$ cat config.mk
export PLATFORM = sky130hd
export DESIGN_NAME = yokoi_connectivity_stream_unit
export DESIGN_NICKNAME = d
export VERILOG_FILES = /design/src/rtl/core/ycs_pkg.sv /design/src/rtl/core/ycs_cell.sv /design/src/rtl/core/ycs_out_fifo.sv /design/src/rtl/core/yokoi_connectivity_stream_unit.sv
export SDC_FILE = /design/constraint.sdc
export NUM_CORES = 1
export LEC_CHECK = 0
export BUFFER_PORTS_ARGS = -buffer_cell sky130_fd_sc_hd__buf_2
export CORE_ASPECT_RATIO = 2
export CORE_UTILIZATION = 56
export DETAILED_ROUTE_END_ITERATION = 10
export GPL_TIMING_DRIVEN = 1
export PLACE_DENSITY = 0.77
export REMOVE_ABC_BUFFERS = 1
export SYNTH_ARGS = -nofsm -noshare
export SYNTH_HDL_FRONTEND = slang
export SYNTH_HIERARCHICAL = 1
export SYNTH_SLANG_ARGS = --single-unit
$ cat constraint.sdc
create_clock -name clock -period 12.55 [get_ports clock]
set_input_delay 1.8825 -clock clock [delete_from_list [all_inputs] [get_ports clock]]
set_output_delay 1.8825 -clock clock [all_outputs]
set_load 0.005 [all_outputs]
$ cat src/rtl/core/ycs_pkg.sv
// Shared types, constants, the Yokoi evaluation function and the result-word builder for the connectivity stream.
package ycs_pkg;

   localparam int IMG_SIZE = 64;
   localparam int COL_W = $clog2(IMG_SIZE);
   localparam int ROW_W = $clog2(IMG_SIZE + 1);
   localparam int COORD_W = 6;
   localparam int CONN_W = 3;
   localparam int OUT_DEPTH = 4;
   localparam int OUT_PTR_W = $clog2(OUT_DEPTH);
   localparam int OUT_CNT_W = $clog2(OUT_DEPTH + 1);
   localparam logic [7:0] THRESH_RESET = 8'd128;
   localparam logic [CONN_W-1:0] CONN_INTERIOR = 3'd5;
   localparam logic OP_PIXEL = 1'b0;
   localparam logic OP_PAD = 1'b1;

   // one column slot of the two line buffers
   typedef struct packed {
      logic mid;
      logic up;
   } line_type;

   typedef struct packed {
      logic [COORD_W-1:0] row;
      logic [COORD_W-1:0] col;
      logic [CONN_W-1:0]  conn;
      logic               last;
      logic               done;
   } rsp_type;

   typedef struct packed {
      logic [1:0] count;
      rsp_type    first;
      rsp_type    second;
   } push_type;

   // window bit (k, j) sits at k*3+j, k = column left..right, j = row top..bottom
   function automatic logic [CONN_W-1:0] yokoi(input logic [8:0] w, input logic top,
                                               input logic bot, input logic lft,
                                               input logic rgt);
      logic x1, x2, x3, x4, x5, x6, x7, x8;
      logic [3:0] q;
      logic [3:0] r;
      logic [CONN_W-1:0] result;
      x1 = rgt & w[7];
      x2 = top & w[3];
      x3 = lft & w[1];
      x4 = bot & w[5];
      x5 = bot & rgt & w[8];
      x6 = top & rgt & w[6];
      x7 = top & lft & w[0];
      x8 = bot & lft & w[2];
      r[0] = x1 & x6 & x2;
      r[1] = x2 & x7 & x3;
      r[2] = x3 & x8 & x4;
      r[3] = x4 & x5 & x1;
      q[0] = x1 & ~r[0];
      q[1] = x2 & ~r[1];
      q[2] = x3 & ~r[2];
      q[3] = x4 & ~r[3];
      if (!w[4]) begin
         result = '0;
      end else if (&r) begin
         result = CONN_INTERIOR;
      end else begin
         result = CONN_W'({2'b00, q[0]} + {2'b00, q[1]} + {2'b00, q[2]} + {2'b00, q[3]});
      end
      return result;
   endfunction

   function automatic rsp_type make_rsp(input logic [ROW_W-1:0] row,
                                        input logic [COL_W-1:0] col,
                                        input logic [8:0] w, input logic last);
      rsp_type res;
      logic top, bot, lft, rgt;
      top = row != ROW_W'(0);
      bot = row != ROW_W'(IMG_SIZE - 1);
      lft = col != COL_W'(0);
      rgt = col != COL_W'(IMG_SIZE - 1);
      res.row = COORD_W'(row);
      res.col = COORD_W'(col);
      res.conn = yokoi(w, top, bot, lft, rgt);
      res.last = last;
      res.done = ~bot & ~rgt;
      return res;
   endfunction

endpackage

$ cat src/rtl/core/ycs_cell.sv
// One column slot of the line-buffer ring: upper and middle row bits, shifted on each word.
module ycs_cell (
   input  logic               clock,
   input  logic               reset,
   input  logic               shift_en,
   input  ycs_pkg::line_type  d_in,
   output ycs_pkg::line_type  q_out
);

   ycs_pkg::line_type slot_ff;
   ycs_pkg::line_type slot_in;

   assign slot_in = shift_en ? d_in : slot_ff;
   assign q_out = slot_ff;

   always_ff @(posedge clock) begin
      if (reset) begin
         slot_ff <= '0;
      end else begin
         slot_ff <= slot_in;
      end
   end

endmodule

$ cat src/rtl/core/ycs_out_fifo.sv
// Small result queue: takes up to two words per cycle, hands out one unless out_stall is high.
module ycs_out_fifo (
   input  logic              clock,
   input  logic              reset,
   input  ycs_pkg::push_type push,
   output logic              full_for_two,
   output logic              out_valid,
   input  logic              out_stall,
   output ycs_pkg::rsp_type  out_word
);

   ycs_pkg::rsp_type                   mem_ff [ycs_pkg::OUT_DEPTH];
   logic [ycs_pkg::OUT_PTR_W-1:0]      head_ff, head_in;
   logic [ycs_pkg::OUT_PTR_W-1:0]      tail_ff, tail_in;
   logic [ycs_pkg::OUT_PTR_W-1:0]      tail_next;
   logic [ycs_pkg::OUT_CNT_W-1:0]      count_ff, count_in;
   logic                               pop;

   assign out_valid = count_ff != '0;
   assign out_word = mem_ff[head_ff];
   assign pop = out_valid & ~out_stall;
   assign full_for_two = count_ff > ycs_pkg::OUT_CNT_W'(ycs_pkg::OUT_DEPTH - 2);
   assign tail_next = tail_ff + ycs_pkg::OUT_PTR_W'(1);

   always_comb begin
      head_in = pop ? head_ff + ycs_pkg::OUT_PTR_W'(1) : head_ff;
      tail_in = tail_ff + ycs_pkg::OUT_PTR_W'(push.count);
      count_in = count_ff + ycs_pkg::OUT_CNT_W'(push.count) - ycs_pkg::OUT_CNT_W'(pop);
   end

   always_ff @(posedge clock) begin
      if (reset) begin
         head_ff <= '0;
         tail_ff <= '0;
         count_ff <= '0;
      end else begin
         head_ff <= head_in;
         tail_ff <= tail_in;
         count_ff <= count_in;
      end
   end

   always_ff @(posedge clock) begin
      if (push.count != 2'd0) begin
         mem_ff[tail_ff] <= push.first;
      end
      if (push.count == 2'd2) begin
         mem_ff[tail_next] <= push.second;
      end
   end

   a_count_bound: assert property (@(posedge clock) disable iff (reset)
      count_ff <= ycs_pkg::OUT_CNT_W'(ycs_pkg::OUT_DEPTH))
      else $error("result queue count beyond depth");

   a_no_push_when_full: assert property (@(posedge clock) disable iff (reset)
      full_for_two |-> push.count == 2'd0)
      else $error("result queue written while full");

   a_pop_moves_head: assert property (@(posedge clock) disable iff (reset)
      pop |=> head_ff == $past(head_ff) + ycs_pkg::OUT_PTR_W'(1))
      else $error("head did not advance on pop");

endmodule

$ cat src/rtl/core/yokoi_connectivity_stream_unit.sv
// Top level: threshold, line-buffer ring of cells, 3x3 window, Yokoi results and result queue.
// Ordering: a pixel's word is pushed when the input one row plus one pixel later is accepted
// (the image's last pixel goes with the last pad, one row later); with the queue empty
// it is presented straight from the queue's registers once that push is written.
// Throughput: one pixel per cycle unless req_stall is high; the last pad of an image pushes
// two words, absorbed by the four-entry result queue. req_stall is high only at three or more.
// Reset clears the line buffers, window and counters to background and sets threshold to 128.
module yokoi_connectivity_stream_unit (
   input  logic                             clock,
   input  logic                             reset,
   input  logic                             csr_wr_en,
   input  logic [7:0]                       csr_wr_data,
   input  logic                             req_valid,
   output logic                             req_stall,
   input  logic                             req_op,
   input  logic [7:0]                       req_pixel,
   output logic                             rsp_valid,
   input  logic                             rsp_stall,
   output logic [ycs_pkg::COORD_W-1:0]      rsp_row,
   output logic [ycs_pkg::COORD_W-1:0]      rsp_col,
   output logic [ycs_pkg::CONN_W-1:0]       rsp_connectivity,
   output logic                             rsp_last_in_run,
   output logic                             rsp_image_done
);

   logic [7:0]                   threshold_ff, threshold_in;
   logic [8:0]                   window_ff, window_in;
   logic [ycs_pkg::ROW_W-1:0]    row_ff, row_in;
   logic [ycs_pkg::COL_W-1:0]    col_ff, col_in;
   logic                         accept;
   logic                         fg_bit;
   logic                         col_wrap;
   logic                         is_a, is_b, is_c;
   ycs_pkg::line_type            line_q [ycs_pkg::IMG_SIZE];
   ycs_pkg::line_type            ring_in;
   ycs_pkg::line_type            tail;
   ycs_pkg::rsp_type             res_a, res_b, res_c;
   ycs_pkg::push_type            push;
   ycs_pkg::rsp_type             out_word;

   assign accept = req_valid & ~req_stall;
   assign fg_bit = (req_op == ycs_pkg::OP_PIXEL) & (req_pixel >= threshold_ff);
   assign threshold_in = csr_wr_en ? csr_wr_data : threshold_ff;

   // ring of column slots; the tail holds the current column's two earlier rows
   assign tail = line_q[ycs_pkg::IMG_SIZE-1];
   assign ring_in.up = tail.mid;
   assign ring_in.mid = fg_bit;

   for (genvar i = 0; i < ycs_pkg::IMG_SIZE; i++) begin : g_ring
      if (i == 0) begin : g_head
         ycs_cell u_cell (
            .clock    (clock),
            .reset    (reset),
            .shift_en (accept),
            .d_in     (ring_in),
            .q_out    (line_q[i])
         );
      end else begin : g_body
         ycs_cell u_cell (
            .clock    (clock),
            .reset    (reset),
            .shift_en (accept),
            .d_in     (line_q[i-1]),
            .q_out    (line_q[i])
         );
      end
   end

   assign window_in = {fg_bit, tail.mid, tail.up, window_ff[8:3]};

   always_comb begin
      col_wrap = col_ff == ycs_pkg::COL_W'(ycs_pkg::IMG_SIZE - 1);
      col_in = col_ff;
      row_in = row_ff;
      if (accept) begin
         if (col_wrap) begin
            col_in = '0;
            if (row_ff == ycs_pkg::ROW_W'(ycs_pkg::IMG_SIZE)) begin
               row_in = '0;
            end else begin
               row_in = row_ff + ycs_pkg::ROW_W'(1);
            end
         end else begin
            col_in = col_ff + ycs_pkg::COL_W'(1);
         end
      end
   end

   // previous row's last pixel, current window's center, and the image's final pixel
   always_comb begin
      is_a = (col_ff == '0) && (row_ff >= ycs_pkg::ROW_W'(2));
      is_b = (col_ff != '0) && (row_ff != '0);
      is_c = (row_ff == ycs_pkg::ROW_W'(ycs_pkg::IMG_SIZE)) && col_wrap;
      res_a = ycs_pkg::make_rsp(row_ff - ycs_pkg::ROW_W'(2),
                                ycs_pkg::COL_W'(ycs_pkg::IMG_SIZE - 1),
                                {3'b000, window_ff[8:3]}, 1'b1);
      res_b = ycs_pkg::make_rsp(row_ff - ycs_pkg::ROW_W'(1), col_ff - ycs_pkg::COL_W'(1),
                                window_in, ~is_c);
      res_c = ycs_pkg::make_rsp(ycs_pkg::ROW_W'(ycs_pkg::IMG_SIZE - 1),
                                ycs_pkg::COL_W'(ycs_pkg::IMG_SIZE - 1),
                                {3'b000, window_in[8:3]}, 1'b1);
      push.count = accept ? ({1'b0, is_a} + {1'b0, is_b} + {1'b0, is_c}) : 2'd0;
      push.first = is_a ? res_a : res_b;
      push.second = res_c;
   end

   always_ff @(posedge clock) begin
      if (reset) begin
         threshold_ff <= ycs_pkg::THRESH_RESET;
         window_ff <= '0;
         row_ff <= '0;
         col_ff <= '0;
      end else begin
         threshold_ff <= threshold_in;
         window_ff <= accept ? window_in : window_ff;
         row_ff <= row_in;
         col_ff <= col_in;
      end
   end

   ycs_out_fifo u_out_fifo (
      .clock        (clock),
      .reset        (reset),
      .push         (push),
      .full_for_two (req_stall),
      .out_valid    (rsp_valid),
      .out_stall    (rsp_stall),
      .out_word     (out_word)
   );

   assign rsp_row = out_word.row;
   assign rsp_col = out_word.col;
   assign rsp_connectivity = out_word.conn;
   assign rsp_last_in_run = out_word.last;
   assign rsp_image_done = out_word.done;

   a_done_is_last: assert property (@(posedge clock) disable iff (reset)
      rsp_valid && rsp_image_done |-> rsp_last_in_run)
      else $error("image end word not last of its run");

   a_two_only_at_end: assert property (@(posedge clock) disable iff (reset)
      push.count == 2'd2 |-> row_ff == ycs_pkg::ROW_W'(ycs_pkg::IMG_SIZE) && col_wrap)
      else $error("double push away from the final pad");

   a_conn_range: assert property (@(posedge clock) disable iff (reset)
      push.count != 2'd0 |-> push.first.conn <= ycs_pkg::CONN_INTERIOR)
      else $error("connectivity out of range");

endmodule
# Word level (Yosys, flattened, before mapping)
# Memory sizes are Yosys's and may differ from the RTL's. A register that Yosys moved wholly into a read port is not among the register bits.
# Cells that the tools add are included.
# Widths: inputs -> output; s select.
dict set report totals {
  latch_bits 0
  memories 1
  output_inout_bits 19
  register_bits 165
  in_bits 22
  word_cells 245
  rom_bits 0
  ramBits 68
}
# name words word_bits read_ports rd_clocked_by_memory_dff write_ports line
set mem_list {}
lappend mem_list {u_out_fifo.mem_ff 4 17 1 1 2 ycs_out_fifo.sv:12} ;# ycs_pkg::rsp_type mem_ff [ycs_pkg::OUT_DEPTH];
dict set report classes {
  muxes 14
  n_eq_ne 6
  bitwise 55
  reduce_logical 13
  shifts 0
  n_div 0
  addsub 18
  magnitude_cmp 3
  mul 0
}
# op count
set ops {}
lappend ops {{$and 1x1->1} 41}
lappend ops {{$reduce_bool 7->1} 3}
lappend ops {{$mux 17} 1}
lappend ops {{$ne 7x6->1 const B} 2}
lappend ops {{$not 1->1} 14}
lappend ops {{$mux 3} 4}
lappend ops {{$reduce_bool 6->1} 2}
lappend ops {{$add 1x1->2} 4}
lappend ops {{$ge 8x8->1} 1}
lappend ops {{$add 7x1->7 const B} 1}
lappend ops {{$eq 7x7->1 const B} 1}
lappend ops {{$ge 7x2->1 const B} 1}
lappend ops {{$mux 7} 1}
lappend ops {{$sub 7x1->7 const B} 1}
lappend ops {{$sub 7x2->7 const B} 1}
lappend ops {{$add 2x1->3} 2}
lappend ops {{$add 6x1->6 const B} 1}
lappend ops {{$eq 6x6->1 const B} 1}
lappend ops {{$logic_not 6->1} 1}
lappend ops {{$mux 2} 3}
lappend ops {{$mux 6} 1}
lappend ops {{$ne 6x6->1 const B} 1}
lappend ops {{$sub 6x1->6 const B} 1}
lappend ops {{$add 2x1->2 const B} 2}
lappend ops {{other kinds (13)} 18}

# Longest topological paths before layout
dict set report logic_depth {
  word_depth 14
  ltp_mapped 16
  mapped_depth_nobuf 15
}

# Cells and area by module
# Netlist, hierarchy kept.
# mod seq_area_each_um2 cells_per_inst instances area_each_um2
set by_module_without_submodules {}
lappend by_module_without_submodules {ycs_cell 40.0 6 64 67.6}
lappend by_module_without_submodules {ycs_out_fifo 2222.1 218 1 3817.4}
lappend by_module_without_submodules {yokoi_connectivity_stream_unit 540.5 285 1 2189.6}

# Worst setup path after synthesis
# OpenSTA, ideal clock, no wires.
dict set report synth_path {
  kind {input port to flip-flop}
  start {input port req_valid}
  end {memory u_out_fifo/mem_ff[0][0] (netlist bit) (enable)}
  required_time_ns 12.132
  arrival_time_ns 9.524
  path_stages 7
  setup_slack_ns 2.608
  n_path_buf 2
  setup_time_ns 0.418
  cell_sequence {nand2b_1 -> clkbuf_1 -> inv_1 -> clkbuf_1 -> and2_1 -> nor2_1 -> o31ai_1}
}
# element line
set synth_lines {}
lappend synth_lines {{from (decl)} yokoi_connectivity_stream_unit.sv:13} ;# input logic req_valid,
lappend synth_lines {{to (decl)} ycs_out_fifo.sv:12}

==> reports/qor.yml <==
logic_synthesis:
  synth_top_family_by_area: "multiplexers"
  synthAdderAreaFrac_pct: 4.05
  synth_top_area_share_pct: 31.8
  synth-xor-area-share_pct: 2.29
  synth-seq-cells: 232
  syn-cell-area_mm2: 0.0103
  ys_seq_area_share_pct: 51.5
  synth_edf_count: 68
  synthMuxAreaShare_pct: 24.8
  syn_inst: 887
  synth_compound_area_share_pct: 2.91
  yosys_warnings: 6
  synthArstFlopShare_pct: 0
  netlist-cell-type-count: 61
  synth_area_leaders: "dfxtp_1 (32%), edfxtp_1 (20%), mux2i_1 (13%), mux2_2 (6.4%), nor2_1 (5.9%)"
  synth.largest_area_cell: "dfxtp_1"
  avgSynthCellArea_um2: 11.6
  yosys.area_share.simple_pct: 11.6
  ys.flop_type: "dfxtp_1"
final_layout:
  final_cells: 1215
  regArea_mm2: 0.00533
  num-fill-cells: 1395
  area_delta_synth_final_pct: 12.9
  finalNetCount: 1042
  layout-drive-gt1-share_pct: 17.9
  final_core_util_pct: 65.2
  multi_input_area_mm2: 0.00494
  diodes: 0
detailed_routing:
  wire_per_inst_um: 14.8
  firstDrtPassIters: 7
  drcViolationCount: 4
  vias: 6500
  viasPerCell: 5.35
  detail-route-antenna-nets: 0
  drtIter0Drc: 178
  postRouteWirelength_mm: 18.0
setup_path:
  crit_family: "adder cells"
  cp.required_ns: 12.79
  critPathBufInv: 2
  path_class: "in2reg"
  crit_path_start_kind: "primary input"
  cp_max_fo: 4
  path_cells: "buf_2 > ha_1 > a21oi_1 > o21ai_0 > a22oi_1 > or2_2 > nand3b_1 > fa_1 > inv_1 > ha_1 > ha_1 > nand3_1 > nand2b_1 > o211ai_1 > mux2_2"
  worstPathArrival_ns: 4.82
  worst_path_max_delay_cell: "fa_1"
  max_stage_delay_ns: 0.49
  path_common_cell: "ha_1"
  cp-end-kind: "flip-flop"
global_routing:
  gr-usage-met3_pct: 2.67
  track_usage_pct: 19.6
  grt_max_degree: 89
  grt_pass1_wl_mm: 30.4
  met2_usage_pct: 38.7
  grt_busiest_layer: "met2"
  grt_overflow: 0
  use_met1_pct: 19.7
  antenna_found_initial: 0
  grt_pass1_vias: 6612
sta:
  final-setup-viol-count: 0
  tns_ns: 0
  hold_viol: 0
  min_period_over_period_pct: 36.5
  post-route-min-period_ns: 4.58
  rsz0062_at_grt: "no"
  worst_slew_pin_slew_ns: 0.920
  skew_ns: 0.0208
  fmax_ghz: 0.218
  report.final.slew_viol_count: 0
  slew_headroom_pct: 38.7
outcome:
  failed_checks: "design-rule violations"
  status: "finished with violations"
power:
  p_int_mw: 1.34
  powerDensity_mw_per_mm2: 151
  p_clk_share_pct: 37.7
  p_comb_share_pct: 16.8
  p_sw_mw: 0.429
  power_leakage_nw: 4.63
  switching_share_pct: 24.3
  p_seq_share_pct: 45.5
  vdd_drop_max_uv: 194
placement:
  hpwl_mm: 12.1
  portBuffers: 40
  place_congestion: 0.909
  dp.cells: 1180
cts:
  h-tree-depth: 1
  cts_made_buffers: 20
  ctsResizeCount: 0
  clock_path_buffers: 3
  cts_tree: "done"
  clkTransAtPathRegs_ns: 0.07
  cts.sinks: 232
  cts_hold_buf: 0
  cts_root_buf: "clkbuf_16"
  clk_latency_ns: 0.50
  postCtsSetupBuffers: 0
die:
  initial_utilization_pct: 57.8
  die_x_um: 98.0
  fp.dieH_um: 194
  io_pins: 41
  die-area_mm2: 0.0190
  rows: 69
  core-area_mm2: 0.0179
job:
  maxCapViolations: 0
min_path:
  hp-class: "reg2reg"
[worst paths after layout]
| check | depth (start not counted) | end | slack [ns] | from |
|---|---|---|---|---|
| max reg2reg | 10 | u_out_fifo/mem_ff[2][15]$_DFFE_PP_ | 8.27 | row_ff[1]$_SDFFE_PP0P_ |
| min reg2reg | 2 | window_ff[3]$_SDFFE_PP0P_ | 0.48 | window_ff[3]$_SDFFE_PP0P_ |
| max | 15 | u_out_fifo/mem_ff[0][3]$_DFFE_PP_ | 7.97 | req_pixel[5] |
| min | 2 | window_ff[3]$_SDFFE_PP0P_ | 0.48 | window_ff[3]$_SDFFE_PP0P_ |
[metal layers]
metal | routed length, um | share of wire [%]
met3 | 511 | 2.8
met5 | 0 | 0
met1 | 6800 | 38
met4 | 576 | 3.2
met2 | 10200 | 56
[synthesized netlist by cell type (2+ instances only)]
master	instances
a21boi_0	3
a21o_1	2
a21oi_1	17
a31oi_1	3
and2_1	5
buf_1	2
buf_2	7
buf_4	4
buf_6	3
clkbuf_1	9
conb_1	2
dfxtp_1	164
edfxtp_1	68
fa_1	4
ha_1	27
inv_1	34
mux2_2	59
mux2_4	10
mux2i_1	136
mux4_2	17
nand2_1	34
nand2b_1	3
nand3_1	11
nand3b_1	5
nand4_1	4
nand4b_1	2
nor2_1	163
nor2b_1	4
nor3_1	7
nor3_2	2
nor3b_1	4
nor4_1	4
o211ai_1	2
o21ai_0	12
or2_2	2
or3_1	2
xnor2_1	18
xor2_1	9
[worst min-delay path, delay by kind of cell, from the launching register on]
family | cells | cell delay, ns
compound gates | 1 | 0.05
flops | 1 | 0.33
simple gates | 1 | 0.06
[cells in the final DEF, fill, tap and decap left out, types with 3 or more instances in the layout]
cell type,count
nand2b_1,3
nand3b_1,5
mux4_2,17
a31oi_1,3
nand3_1,11
edfxtp_1,68
buf_2,39
nand4_1,4
inv_1,33
fa_1,4
xnor2_1,18
nand2_1,34
o21ai_0,12
mux2_2,59
xor2_1,9
buf_4,10
dfxtp_1,164
nor3b_1,4
mux2_4,10
clkbuf_1,4
mux2i_1,136
clkbuf_16,24
a21boi_0,3
a21oi_1,17
nor4_1,4
ha_1,27
nor2b_1,4
conb_1,60
nor3_1,7
nor2_1,163
and2_1,5
[cell type report]
class | count | share of cell area (%)
flip-flops and latches | 232 | 45.7
multi-input cells | 652 | 42.4
clock buffers | 30 | 5.52
repair buffers | 49 | 2.32
well taps | 213 | 2.29
inverters | 34 | 1.14
clock inverters | 5 | 0.698
[through the flow]
step	area, um2	setup WS [ns]	hold WS [ns]	power (mW)
after floorplan	10400	4.30	0.444	1.08
after global placement	10900	7.50	0.470	1.11
after detailed placement	10900	7.43	0.471	1.12
after CTS	11700	7.97	0.482	1.79
after global routing	11700	7.79	0.512	1.84
final	11700	7.97	0.481	1.76
[logic make-up after synthesis]
logic type                 Yosys count
and+or+nand+nor                    263
DFF                                232
muxes                              222
buffers and inverters               61
AOI/OAI and AO/OA                   49
adders and majority gates           31
xor gates and xnor gates            27
other                                2
[power by group through the flow]
stage / Sequential, mW / Combinational (mW) / Clock, mW
floorplan: 0.825 / 0.259 / 0
global placement: 0.820 / 0.292 / 0
detailed placement: 0.820 / 0.296 / 0
CTS: 0.803 / 0.300 / 0.683
global route: 0.806 / 0.326 / 0.706
finish: 0.803 / 0.297 / 0.665
[flip-flops by register name, indices dropped and copies added (netlist names), named ones only]
name	cells
col_ff	6
g_ring.g_body.u_cell/q_out	126
g_ring.g_head.u_cell/q_out	2
row_ff	7
threshold_ff	8
u_out_fifo/count_ff	3
u_out_fifo/head_ff	2
u_out_fifo/mem_ff	68
u_out_fifo/tail_ff	2
window_ff	6
(Power assumes the default switching activity.)
